## config.mk

```make
export PLATFORM = sky130hd
export DESIGN_NAME = frame_builder_crc16_flat
export DESIGN_NICKNAME = d
export VERILOG_FILES = /design/src/sv/fbc_pkg.sv /design/src/sv/fbc_in_if.sv /design/src/sv/fbc_out_if.sv /design/src/sv/frame_builder_crc16.sv /design/src/flat_wrapper.sv
export SDC_FILE = /design/constraint.sdc
export NUM_CORES = 1
export LEC_CHECK = 0
export ABC_AREA = 1
export BUFFER_PORTS_ARGS = -buffer_cell sky130_fd_sc_hd__buf_2
export CORE_MARGIN = 4
export CORE_UTILIZATION = 44
export DETAILED_ROUTE_END_ITERATION = 7
export PLACE_DENSITY = 0.74
export RECOVER_POWER = 25
export SKIP_LAST_GASP = 1
export SLEW_MARGIN = 20
export SYNTH_ARGS = -nofsm -noshare
export SYNTH_HDL_FRONTEND = slang
export SYNTH_SLANG_ARGS = --single-unit
```

## constraint.sdc

```tcl
create_clock -name i_clk -period 11.4 [get_ports i_clk]
set_input_delay 3.42 -clock i_clk [delete_from_list [all_inputs] [get_ports i_clk]]
set_output_delay 3.42 -clock i_clk [all_outputs]
set_load 0.02 [all_outputs]
```

## src/sv/fbc_pkg.sv

```systemverilog
`timescale 1ns / 1ps
// ----------------------------------------------------------------------------
// fbc_pkg
// shared types, codes and the crc-16/ccitt-false byte update for the framer
// ----------------------------------------------------------------------------
package fbc_pkg;

    localparam int unsigned FBC_MAX_PAYLOAD = 247;
    localparam logic [8:0]  FBC_COUNT_RESET = 9'd256;
    localparam logic [15:0] FBC_CRC_INIT    = 16'hFFFF;
    localparam logic [15:0] FBC_CRC_POLY    = 16'h1021;

    typedef enum logic {
        OP_HEADER  = 1'b0,
        OP_PAYLOAD = 1'b1
    } t_opcode;

    typedef enum logic [1:0] {
        ERR_NONE   = 2'd0,
        ERR_LENGTH = 2'd1,
        ERR_KIND   = 2'd2,
        ERR_TYPE   = 2'd3
    } t_err;

    typedef enum logic {
        CFG_KIND_COUNT = 1'b0,
        CFG_TYPE_COUNT = 1'b1
    } t_cfg_idx;

    typedef struct packed {
        t_opcode     opcode;
        logic [7:0]  version;
        logic [7:0]  pkg_kind;
        logic [7:0]  flag_bits;
        logic [7:0]  reserved_byte;
        logic [15:0] sequence_req;
        logic [7:0]  msg_type;
        logic [7:0]  payload_length;
        logic [7:0]  payload_byte;
    } t_in_item;

    typedef struct packed {
        logic [7:0] out_byte;
        logic       frame_end;
        t_err       error_code;
    } t_out_item;

    // msb-first crc update over one byte
    function automatic logic [15:0] crc_byte(input logic [15:0] crc, input logic [7:0] data);
        logic [15:0] c;
        c = crc ^ {data, 8'h00};
        for (int i = 0; i < 8; i++) begin
            if (c[15]) begin
                c = {c[14:0], 1'b0} ^ FBC_CRC_POLY;
            end else begin
                c = {c[14:0], 1'b0};
            end
        end
        return c;
    endfunction

endpackage

```

## src/sv/fbc_in_if.sv

```systemverilog
`timescale 1ns / 1ps
// ----------------------------------------------------------------------------
// fbc_in_if
// input channel: header or payload beat with valid/ready handshake
// ----------------------------------------------------------------------------
interface fbc_in_if;
    logic        valid;
    logic        ready;
    logic        opcode;
    logic [7:0]  version;
    logic [7:0]  pkg_kind;
    logic [7:0]  flag_bits;
    logic [7:0]  reserved_byte;
    logic [15:0] sequence_req;
    logic [7:0]  msg_type;
    logic [7:0]  payload_length;
    logic [7:0]  payload_byte;

    modport source (
        output valid, opcode, version, pkg_kind, flag_bits, reserved_byte,
               sequence_req, msg_type, payload_length, payload_byte,
        input  ready
    );
    modport sink (
        input  valid, opcode, version, pkg_kind, flag_bits, reserved_byte,
               sequence_req, msg_type, payload_length, payload_byte,
        output ready
    );
endinterface

```

## src/sv/fbc_out_if.sv

```systemverilog
`timescale 1ns / 1ps
// ----------------------------------------------------------------------------
// fbc_out_if
// output channel: one frame byte per beat with valid/ready handshake
// ----------------------------------------------------------------------------
interface fbc_out_if;
    logic       valid;
    logic       ready;
    logic [7:0] out_byte;
    logic       frame_end;
    logic [1:0] error_code;

    modport source (
        output valid, out_byte, frame_end, error_code,
        input  ready
    );
    modport sink (
        input  valid, out_byte, frame_end, error_code,
        output ready
    );
endinterface

```

## src/sv/frame_builder_crc16.sv

```systemverilog
`timescale 1ns / 1ps
// ----------------------------------------------------------------------------
// frame_builder_crc16
// byte framer: header fields, payload bytes and a crc-16/ccitt-false trailer
// ----------------------------------------------------------------------------
// One beat leaves the output register per cycle while the output is ready, and
// the input register takes a new beat as soon as the one it holds has put out
// its last byte. A header puts out seven bytes (nine with an empty payload, one
// error beat when it fails a check), a payload beat one byte, the last payload
// beat of a frame three bytes (its byte and the two crc bytes), and a payload
// beat with no open frame is dropped. The single byte lane of the output
// register sets the pace; the crc advances one byte per cycle beside it while the output is ready.
module frame_builder_crc16 #(
    parameter int unsigned MAX_PAYLOAD = fbc_pkg::FBC_MAX_PAYLOAD
) (
    input  logic       i_clk,
    input  logic       i_rst_n,
    input  logic       i_cfg_we,
    input  logic       i_cfg_idx,
    input  logic [8:0] i_cfg_data,
    fbc_in_if.sink     i_in,
    fbc_out_if.source  o_out
);

    localparam logic [3:0] IDX_FIRST   = 4'd0;
    localparam logic [3:0] IDX_TYPE    = 4'd6;
    localparam logic [3:0] IDX_CRC_HI  = 4'd7;
    localparam logic [3:0] IDX_CRC_LO  = 4'd8;
    localparam logic [7:0] MAX_LEN     = 8'(MAX_PAYLOAD);

    logic                r_in_valid;
    fbc_pkg::t_in_item   r_in;
    logic [3:0]          r_idx,        n_idx;
    logic [15:0]         r_crc,        n_crc;
    logic [7:0]          r_bytes_left, n_bytes_left;
    logic                r_frame_open, n_frame_open;
    logic [8:0]          r_kind_count;
    logic [8:0]          r_type_count;
    logic                r_out_valid;
    fbc_pkg::t_out_item  r_out;

    logic                out_free;
    logic                item_done;
    logic                emit;
    fbc_pkg::t_out_item  emit_item;
    fbc_pkg::t_err       hdr_err;
    logic [7:0]          hdr_byte;
    logic [15:0]         crc_base;
    logic                in_ready;

    assign out_free = !r_out_valid || o_out.ready;
    assign in_ready = !r_in_valid || item_done;

    // header check, length first, then kind, then type
    always_comb begin
        if (r_in.payload_length > MAX_LEN) begin
            hdr_err = fbc_pkg::ERR_LENGTH;
        end else if ({1'b0, r_in.pkg_kind} >= r_kind_count) begin
            hdr_err = fbc_pkg::ERR_KIND;
        end else if ({1'b0, r_in.msg_type} >= r_type_count) begin
            hdr_err = fbc_pkg::ERR_TYPE;
        end else begin
            hdr_err = fbc_pkg::ERR_NONE;
        end
    end

    always_comb begin
        case (r_idx)
            4'd0:    hdr_byte = r_in.version;
            4'd1:    hdr_byte = r_in.pkg_kind;
            4'd2:    hdr_byte = r_in.flag_bits;
            4'd3:    hdr_byte = r_in.reserved_byte;
            4'd4:    hdr_byte = r_in.sequence_req[15:8];
            4'd5:    hdr_byte = r_in.sequence_req[7:0];
            default: hdr_byte = r_in.msg_type;
        endcase
    end

    assign crc_base = (r_idx == IDX_FIRST) ? fbc_pkg::FBC_CRC_INIT : r_crc;

    always_comb begin
        n_idx        = r_idx;
        n_crc        = r_crc;
        n_bytes_left = r_bytes_left;
        n_frame_open = r_frame_open;
        item_done    = 1'b0;
        emit         = 1'b0;
        emit_item    = '{out_byte: 8'd0, frame_end: 1'b0, error_code: fbc_pkg::ERR_NONE};
        if (r_in_valid) begin
            if (r_in.opcode == fbc_pkg::OP_PAYLOAD && !r_frame_open && r_idx == IDX_FIRST) begin
                // stray payload beat
                item_done = 1'b1;
            end else if (out_free) begin
                emit = 1'b1;
                case (r_idx)
                    IDX_CRC_HI: begin
                        emit_item.out_byte = r_crc[15:8];
                        n_idx              = r_idx + 4'd1;
                    end
                    IDX_CRC_LO: begin
                        emit_item.out_byte  = r_crc[7:0];
                        emit_item.frame_end = 1'b1;
                        n_frame_open        = 1'b0;
                        n_bytes_left        = 8'd0;
                        n_crc               = fbc_pkg::FBC_CRC_INIT;
                        item_done           = 1'b1;
                    end
                    default: begin
                        if (r_in.opcode == fbc_pkg::OP_PAYLOAD) begin
                            emit_item.out_byte = r_in.payload_byte;
                            n_crc              = fbc_pkg::crc_byte(r_crc, r_in.payload_byte);
                            n_bytes_left       = r_bytes_left - 8'd1;
                            if (n_bytes_left == 8'd0) begin
                                n_idx = IDX_CRC_HI;
                            end else begin
                                item_done = 1'b1;
                            end
                        end else if (r_idx == IDX_FIRST && hdr_err != fbc_pkg::ERR_NONE) begin
                            emit_item.frame_end  = 1'b1;
                            emit_item.error_code = hdr_err;
                            n_frame_open         = 1'b0;
                            n_bytes_left         = 8'd0;
                            n_crc                = fbc_pkg::FBC_CRC_INIT;
                            item_done            = 1'b1;
                        end else begin
                            emit_item.out_byte = hdr_byte;
                            n_crc              = fbc_pkg::crc_byte(crc_base, hdr_byte);
                            if (r_idx == IDX_FIRST) begin
                                n_frame_open = 1'b0;
                                n_bytes_left = 8'd0;
                            end
                            if (r_idx == IDX_TYPE) begin
                                if (r_in.payload_length == 8'd0) begin
                                    n_idx = IDX_CRC_HI;
                                end else begin
                                    n_frame_open = 1'b1;
                                    n_bytes_left = r_in.payload_length;
                                    item_done    = 1'b1;
                                end
                            end else begin
                                n_idx = r_idx + 4'd1;
                            end
                        end
                    end
                endcase
            end
        end
        if (item_done) begin
            n_idx = IDX_FIRST;
        end
    end

    always_ff @(posedge i_clk) begin
        if (!i_rst_n) begin
            r_in_valid   <= 1'b0;
            r_idx        <= IDX_FIRST;
            r_crc        <= fbc_pkg::FBC_CRC_INIT;
            r_bytes_left <= 8'd0;
            r_frame_open <= 1'b0;
            r_kind_count <= fbc_pkg::FBC_COUNT_RESET;
            r_type_count <= fbc_pkg::FBC_COUNT_RESET;
            r_out_valid  <= 1'b0;
        end else begin
            r_idx        <= n_idx;
            r_crc        <= n_crc;
            r_bytes_left <= n_bytes_left;
            r_frame_open <= n_frame_open;
            if (i_in.valid && in_ready) begin
                r_in_valid <= 1'b1;
            end else if (item_done) begin
                r_in_valid <= 1'b0;
            end
            if (emit) begin
                r_out_valid <= 1'b1;
            end else if (o_out.ready) begin
                r_out_valid <= 1'b0;
            end
            if (i_cfg_we) begin
                case (fbc_pkg::t_cfg_idx'(i_cfg_idx))
                    fbc_pkg::CFG_KIND_COUNT: r_kind_count <= i_cfg_data;
                    fbc_pkg::CFG_TYPE_COUNT: r_type_count <= i_cfg_data;
                    default: begin
                    end
                endcase
            end
        end
    end

    // data registers without reset: input item and output item
    always_ff @(posedge i_clk) begin
        if (i_in.valid && in_ready) begin
            r_in.opcode         <= fbc_pkg::t_opcode'(i_in.opcode);
            r_in.version        <= i_in.version;
            r_in.pkg_kind       <= i_in.pkg_kind;
            r_in.flag_bits      <= i_in.flag_bits;
            r_in.reserved_byte  <= i_in.reserved_byte;
            r_in.sequence_req   <= i_in.sequence_req;
            r_in.msg_type       <= i_in.msg_type;
            r_in.payload_length <= i_in.payload_length;
            r_in.payload_byte   <= i_in.payload_byte;
        end
        if (emit) begin
            r_out <= emit_item;
        end
    end

    assign i_in.ready       = in_ready;
    assign o_out.valid      = r_out_valid;
    assign o_out.out_byte   = r_out.out_byte;
    assign o_out.frame_end  = r_out.frame_end;
    assign o_out.error_code = r_out.error_code;

    // error beats carry a zero byte and close the frame
    a_err_beat: assert property (@(posedge i_clk) disable iff (!i_rst_n)
        (r_out_valid && r_out.error_code != fbc_pkg::ERR_NONE) |->
            (r_out.frame_end && r_out.out_byte == 8'd0))
        else $error("error beat with data or without frame end");

    // an open frame expects more payload until its crc bytes start
    a_open_count: assert property (@(posedge i_clk) disable iff (!i_rst_n)
        (r_frame_open && r_idx < IDX_CRC_HI) |-> (r_bytes_left != 8'd0))
        else $error("frame open with no bytes left");

    // a beat in progress is never left without its input item
    a_idx_item: assert property (@(posedge i_clk) disable iff (!i_rst_n)
        (r_idx != IDX_FIRST) |-> (r_in_valid && r_idx <= IDX_CRC_LO))
        else $error("byte index without an item");

endmodule
```

## src/flat_wrapper.sv

```systemverilog
// flat-port wrapper written by rule: the top's interface ports become plain ports
module frame_builder_crc16_flat 
#(
    parameter int unsigned MAX_PAYLOAD = fbc_pkg::FBC_MAX_PAYLOAD
)
  (i_clk, i_rst_n, i_cfg_we, i_cfg_idx, i_cfg_data, i_in_valid, i_in_opcode, i_in_version, i_in_pkg_kind, i_in_flag_bits, i_in_reserved_byte, i_in_sequence_req, i_in_msg_type, i_in_payload_length, i_in_payload_byte, i_in_ready, o_out_valid, o_out_out_byte, o_out_frame_end, o_out_error_code, o_out_ready);
  fbc_in_if i_in_i ();
  fbc_out_if o_out_i ();
  input  logic i_clk;
  input  logic i_rst_n;
  input  logic i_cfg_we;
  input  logic i_cfg_idx;
  input  logic [8:0] i_cfg_data;
  input wire logic [$bits(i_in_i.valid)-1:0] i_in_valid;
  input wire logic [$bits(i_in_i.opcode)-1:0] i_in_opcode;
  input wire logic [$bits(i_in_i.version)-1:0] i_in_version;
  input wire logic [$bits(i_in_i.pkg_kind)-1:0] i_in_pkg_kind;
  input wire logic [$bits(i_in_i.flag_bits)-1:0] i_in_flag_bits;
  input wire logic [$bits(i_in_i.reserved_byte)-1:0] i_in_reserved_byte;
  input wire logic [$bits(i_in_i.sequence_req)-1:0] i_in_sequence_req;
  input wire logic [$bits(i_in_i.msg_type)-1:0] i_in_msg_type;
  input wire logic [$bits(i_in_i.payload_length)-1:0] i_in_payload_length;
  input wire logic [$bits(i_in_i.payload_byte)-1:0] i_in_payload_byte;
  output wire logic [$bits(i_in_i.ready)-1:0] i_in_ready;
  output wire logic [$bits(o_out_i.valid)-1:0] o_out_valid;
  output wire logic [$bits(o_out_i.out_byte)-1:0] o_out_out_byte;
  output wire logic [$bits(o_out_i.frame_end)-1:0] o_out_frame_end;
  output wire logic [$bits(o_out_i.error_code)-1:0] o_out_error_code;
  input wire logic [$bits(o_out_i.ready)-1:0] o_out_ready;
  assign i_in_i.valid = i_in_valid;
  assign i_in_i.opcode = i_in_opcode;
  assign i_in_i.version = i_in_version;
  assign i_in_i.pkg_kind = i_in_pkg_kind;
  assign i_in_i.flag_bits = i_in_flag_bits;
  assign i_in_i.reserved_byte = i_in_reserved_byte;
  assign i_in_i.sequence_req = i_in_sequence_req;
  assign i_in_i.msg_type = i_in_msg_type;
  assign i_in_i.payload_length = i_in_payload_length;
  assign i_in_i.payload_byte = i_in_payload_byte;
  assign i_in_ready = i_in_i.ready;
  assign o_out_valid = o_out_i.valid;
  assign o_out_out_byte = o_out_i.out_byte;
  assign o_out_frame_end = o_out_i.frame_end;
  assign o_out_error_code = o_out_i.error_code;
  assign o_out_i.ready = o_out_ready;
  frame_builder_crc16 #(.MAX_PAYLOAD(MAX_PAYLOAD)) u_core (.i_clk(i_clk), .i_rst_n(i_rst_n), .i_cfg_we(i_cfg_we), .i_cfg_idx(i_cfg_idx), .i_cfg_data(i_cfg_data), .i_in(i_in_i), .o_out(o_out_i));
endmodule
```

==> qor.yml, run 1 <==
routing:
  wl_per_cell_um: 15.5
  drc_errors: 0
  drt_pre_antenna_iters: 6
  routed_wl_mm: 18.6
  via_per_inst: 5.22
  drtAntennaViolNets: 0
  vias: 6260
  drtIter0Drc: 602
global_routing:
  track_usage_pct: 20.8
  antenna_found_initial: 0
  grt_overflow_total: 0
  grt_pass1_wl_mm: 29.8
  first_global_vias: 5862
  grt_max_degree: 74
layout:
  final_cell_mix: "nand2_1, buf_2, inv_1"
  final-seq-area_mm2: 0.00350
  multi_input_area_mm2: 0.00316
  area_growth_pct: 17.3
  drive_gt1_share_pct: 18.1
  layout_commonest_cell: "nand2_1"
  fillers: 1481
  nets: 1080
  fin_area_mm2: 0.00841
  diodes: 0
floorplan:
  core_mm2: 0.0159
  fp.dieArea_mm2: 0.0184
  start_util_pct: 45.0
  num_rows: 46
  die_w_um: 136
  chipHeight_um: 136
  io_pins: 101
sta:
  max_freq_ghz: 0.130
  worst_slew_pin_slew_ns: 1.02
  postLayoutSetupSlackWorst_ns: 3.69
  rsz0062_at_grt: "false"
  setup_viol: 0
  max_slew_margin_pct: 31.6
  period_needed_ns: 7.71
  tns_ns: 0
  hold_violations: 0
  timing.final.crit_share_pct: 67.6
  skew_ns: 0.0133
  slew_viol_final: 0
logic_synthesis:
  synthesis.area_mm2: 0.00717
  async_flop_share_pct: 0
  synth_area_leader_cell: "edfxtp_1"
  synth_ff_type: "edfxtp_1"
  synthTopCellsByArea: "edfxtp_1, dfxtp_1, nand2_1"
  ys_types: 45
  yosysWarningCount: 0
  syn_nets: 984
  synth_edf_count: 84
  netlist.area_leader.share_pct: 35.2
  synth_cells: 874
  yosys_register_bits: 133
  synth_seq_area_share_pct: 48.8
  avgSynthCellArea_um2: 8.21
clock_network:
  numCtsBuffers: 17
  clockBufferDepth: 2
  htree_levels: 4
  cts_root_buf: "clkbuf_16"
  cts.sinks: 133
  post_cts_resized: 0
  cts_tree: "built"
  hold_buffers: 0
  cts_setup_buffers: 0
  clock_latency_ns: 0.43
  clk_pin_slew_ns: 0.06
setup_path:
  cp-start-kind: "input port"
  cp_data_required_time_ns: 7.98
  crit_arrival_ns: 4.29
  critPathMaxFanout: 3
  critPathLaunch: "o_out_ready"
  cp-end-kind: "output port"
  reg2reg_to: "u_core.r_crc[14]$_SDFFE_PN1P_"
  timing.rr.start: "u_core.r_idx[2]$_SDFFE_PP0P_"
  worstRegToRegCells: 13
  r2r_slack_ns: 7.55
  crit_chain: "buf_2 > nor2_1 > inv_1 > nand2_1 > inv_1 > nand2_1 > nand2_1 > buf_2"
  cpMaxStageDelayCell: "buf_2"
  critPathKind: "input port to output port"
  crit_path_max_incr_delay_ns: 0.16
  path_common_cell: "nand2_1"
placement:
  hpwl_mm: 13.1
  placed_cell_area_mm2: 0.00784
  port_buffers: 100
  gp_congestion: 0.889
  place_worst_setup_slack_ns: 3.70
worst_hold_path:
  hp-start: "u_core.r_type_count[3]$_SDFFE_PN0P_"
  holdPathEnd: "u_core.r_type_count[3]$_SDFFE_PN0P_"
  hold_class: "register to register"
  holdPathStages: 2
power:
  power_leakage_nw: 3.76
  power_density_mw_per_mm2: 154
  ir_drop_mv: 0.117
run:
  cap_violations: 0
status:
  status: "complete, no violations"
through the flow:
stage / power, mW / hold WS [ns] / std cells / utilization (%)
floorplan: 0.712 / 0.435 / 874 / -
global placement: 0.768 / 0.450 / 1167 / 49.2
detailed placement: 0.772 / 0.454 / 1167 / 49.2
CTS: 1.30 / 0.464 / 1199 / 52.8
global route: 1.36 / 0.482 / 1199 / 52.8
finish: 1.30 / 0.462 / 1199 / 52.8
synthesized netlist by cell type, types with 3 or more instances:
| master | count |
|---|---|
| o22ai_1 | 6 |
| o211ai_1 | 6 |
| dfxtp_1 | 49 |
| nand4_1 | 13 |
| buf_6 | 3 |
| or2_1 | 3 |
| nor2_4 | 3 |
| a21oi_1 | 61 |
| o21ai_0 | 39 |
| inv_2 | 13 |
| a32o_1 | 3 |
| o221ai_1 | 7 |
| nand3_1 | 66 |
| o21ai_1 | 5 |
| ha_1 | 22 |
| nor2_2 | 9 |
| buf_2 | 7 |
| xor2_1 | 14 |
| inv_1 | 89 |
| nand2_1 | 234 |
| edfxtp_1 | 84 |
| nor3_1 | 5 |
| nand2_2 | 8 |
| xnor2_1 | 10 |
| clkbuf_1 | 13 |
| nor2_1 | 78 |
sequential cells by signal, summed over array words and instances, names as in the netlist, 2 cells and up:
signal                   cells
u_core.o_out.error_code      2
u_core.r_crc                16
u_core.r_in                 73
u_core.r_idx                 4
u_core.r_type_count          9
u_core.o_out.out_byte        8
u_core.r_bytes_left          8
u_core.r_kind_count          9
final cells by class:
class,instances,share of cell area (%)
well taps,216,3.21
multi-input cells,612,37.5
inverters,103,4.62
repair buffers,103,6.22
flip-flops and latches,133,41.6
clock inverters,15,1.74
clock buffers,17,5.06
critical path, delay by kind of cell:
kind / cells / cell delay [ns]
buf+inv: 4 / 0.39
simple gates: 4 / 0.47
metal layers:
metal  track usage, %  share of wire (%)  vias to the layer above
met5                0                  0                        -
met4             8.79                2.5                        0
met3             5.94                9.2                       37
met2             31.7                 44                      271
met1             27.8                 44                     2847
li1                 -                  -                     3105
worst max-delay path by stage:
| stage | to | cells after the start |
|---|---|---|
| after floorplan | u_core.r_in[0]$_DFFE_PP_ | 6 |
| after global placement | i_in_ready | 8 |
| after detailed placement | i_in_ready | 8 |
| after CTS | i_in_ready | 8 |
| after global routing | i_in_ready | 8 |
| final | i_in_ready | 8 |
where the power goes:
| part | switching (mW) | internal [mW] |
|---|---|---|
| logic | 0.138 | 0.0685 |
| clock network | 0.225 | 0.305 |
| registers | 0.0157 | 0.545 |
cells by family (layout without fill, tap and decap cells):
| family | count (synthesis) | count (layout) | synth area share (%) |
|---|---|---|---|
| compound gates | 138 | 138 | 11.0 |
| xor+xnor | 24 | 24 | 2.93 |
| fa+ha+maj | 22 | 22 | 3.84 |
| buf+inv | 129 | 238 | 7.32 |
| flops | 133 | 133 | 48.8 |
| simple gates | 428 | 428 | 26.1 |
Note: power is estimated with default switching activity, not from simulation.
==> inputs of run 2 (changes only) <==
clock period = 8 ns   (was 11.4 ns; I/O delays follow)
==> run 2 against run 1 <==
- non-clock buffer count unchanged
- routed wire length up 0.47%
- combinational power up 43%
- sequential power up 42%
- cell area about the same
==> qor.yml, run 2 (synthesis results as in run 1) <==
status:
  status: "complete, no violations"  # unchanged
sta:
  setup_viol: 0  # unchanged
  worst_slew_pin_slew_ns: 0.986  # was 1.02 ns
  rsz0062_at_grt: "false"  # unchanged
  tns_ns: 0  # unchanged
  hold_violations: 0  # unchanged
  slew_viol_final: 0  # unchanged
  period_needed_ns: 5.69
  max_slew_margin_pct: 34.2  # was 31.6%
  max_freq_ghz: 0.176
  timing.final.crit_share_pct: 71.1
  skew_ns: 0.0125  # was 0.0133 ns
layout:
  diodes: 0  # unchanged
  multi_input_area_mm2: 0.00316  # unchanged
  final-seq-area_mm2: 0.00350  # unchanged
  area_growth_pct: 17.2  # was 17.3%
  regMostFlops: "u_core.r_in"  # unchanged
  drive_gt1_share_pct: 17.9  # was 18.1%
  nets: 1080  # unchanged
  largest_register_ffs: 73  # unchanged
  fillers: 1464  # was 1481
  final_cell_mix: "nand2_1, buf_2, inv_1"  # unchanged
  final_core_util_pct: 52.7  # was 52.8%
  layout_commonest_cell: "nand2_1"  # unchanged
  top_regs: "u_core.r_in (73), u_core.r_crc (16)"  # unchanged
worst_hold_path:
  holdPathStages: 2  # unchanged
  holdPathEnd: "u_core.r_kind_count[1]$_SDFFE_PN0P_"  # was u_core.r_type_count[3]$_SDFFE_PN0P_
  hp-start: "u_core.r_kind_count[1]$_SDFFE_PN0P_"  # was u_core.r_type_count[3]$_SDFFE_PN0P_
  hold_class: "register to register"  # unchanged
global_routing:
  first_global_vias: 5820  # was 5862
  antenna_found_initial: 0  # unchanged
  grt_overflow_total: 0  # unchanged
  track_usage_pct: 20.8  # about the same
  grt_max_degree: 58  # was 74
  grt_pass1_wl_mm: 29.5  # was 29.8 mm
floorplan:
  start_util_pct: 45.0  # unchanged
  die_w_um: 136  # unchanged
  io_pins: 101  # unchanged
  fp.dieArea_mm2: 0.0184  # unchanged
  chipHeight_um: 136  # unchanged
  core_mm2: 0.0159  # unchanged
  num_rows: 46  # unchanged
routing:
  drc_errors: 0  # unchanged
  wl_per_cell_um: 15.6  # was 15.5 um
  drt_pre_antenna_iters: 5  # was 6
  vias: 6272  # was 6260
  routed_wl_mm: 18.7  # was 18.6 mm
  drtIter0Drc: 607  # was 602
  drtAntennaViolNets: 0  # unchanged
  via_per_inst: 5.23  # was 5.22
clock_network:
  cts_setup_buffers: 0  # unchanged
  clockBufferDepth: 2  # unchanged
  cts_root_buf: "clkbuf_16"  # unchanged
  numCtsBuffers: 17  # unchanged
  cts_tree: "built"  # unchanged
  clk_pin_slew_ns: 0.06  # about the same
  htree_levels: 4  # unchanged
  hold_buffers: 0  # unchanged
  post_cts_resized: 0  # unchanged
  clock_latency_ns: 0.43  # about the same
  cts.sinks: 133  # unchanged
power:
  ir_drop_mv: 0.158  # was 0.117 mV
  power_density_mw_per_mm2: 220  # was 154 mW/mm2
  power_leakage_nw: 3.76  # about the same
setup_path:
  cp_data_required_time_ns: 5.60  # was 7.98 ns
  timing.rr.start: "u_core.r_idx[0]$_SDFFE_PP0P_"  # was u_core.r_idx[2]$_SDFFE_PP0P_
  crit_arrival_ns: 3.29  # was 4.29 ns
  critPathMaxFanout: 3  # unchanged
  worstRegToRegCells: 11  # was 13
  cp-start-kind: "input port"  # unchanged
  r2r_slack_ns: 4.05  # was 7.55 ns
  reg2reg_to: "u_core.r_in[7]$_DFFE_PP_"  # was u_core.r_crc[14]$_SDFFE_PN1P_
  critPathKind: "input port to output port"  # unchanged
  cp-end-kind: "output port"  # unchanged
run:
  cap_violations: 0  # unchanged
placement:
  gp_congestion: 0.905  # was 0.889
  port_buffers: 100  # unchanged
  hpwl_mm: 13.3  # was 13.1 mm
==> run 2: changes by cell type in the layout (fill, tap and decap cells not counted) <==
cell | previous run | this run
inv_6 | 4 | 6
buf_2 | 100 | 99
clkinv_4 | 4 | 1
clkbuf_1 | 0 | 2
==> run 2: worst max path at each step <==
stage	start	endpoint	slack [ns]
after floorplan	o_out_ready	u_core.r_in[0]$_DFFE_PP_	1.20
after global placement	o_out_ready	i_in_ready	2.34
after detailed placement	o_out_ready	i_in_ready	2.32
after CTS	o_out_ready	i_in_ready	2.31
after global routing	u_core.r_in[18]$_DFFE_PP_	i_in_ready	2.18
final	o_out_ready	i_in_ready	2.31
==> run 2: report_power, final <==
| group | internal [mW] | total, mW | switching, mW |
|---|---|---|---|
| registers | 0.777 | 0.799 | 0.0223 |
| logic | 0.0976 | 0.294 | 0.196 |
| clock network | 0.435 | 0.754 | 0.319 |
| total | 1.31 | 1.85 | 0.537 |
==> run 2: worst max-delay path: stages <==
cell and delay (ns):
buf_2 0.09, nor2_1 0.15, inv_1 0.10, nand2_1 0.11, inv_1 0.05, nand2_1 0.14, nand2_1 0.09, buf_2 0.16
==> run 2: cell type report <==
class | count | share of cell area (%)
flip-flops and latches | 133 | 41.7
multi-input cells | 612 | 37.5
repair buffers | 103 | 6.21
clock buffers | 18 | 5.10
inverters | 103 | 4.63
well taps | 216 | 3.21
clock inverters | 14 | 1.64
==> run 2: layer usage <==
metal / vias to the layer above / GRT usage [%] / wire length (um)
li1: 3104 / - / -
met1: 2857 / 27.8 / 8030
met2: 280 / 33.0 / 8710
met3: 31 / 5.24 / 1630
met4: 0 / 6.94 / 346
met5: - / 0 / 0
==> run 2: stage by stage <==
step / hold slack, ns / instance area, um2 / std cells / power [mW] / setup slack (ns)
after global routing: 0.492 / 8410 / 1199 / 1.93 / 2.18
after global placement: 0.450 / 7840 / 1167 / 1.09 / 2.34
final: 0.468 / 8410 / 1199 / 1.85 / 2.31
after floorplan: 0.435 / 7170 / 874 / 1.01 / 1.20
after CTS: 0.466 / 8410 / 1199 / 1.85 / 2.31
after detailed placement: 0.457 / 7840 / 1167 / 1.10 / 2.32
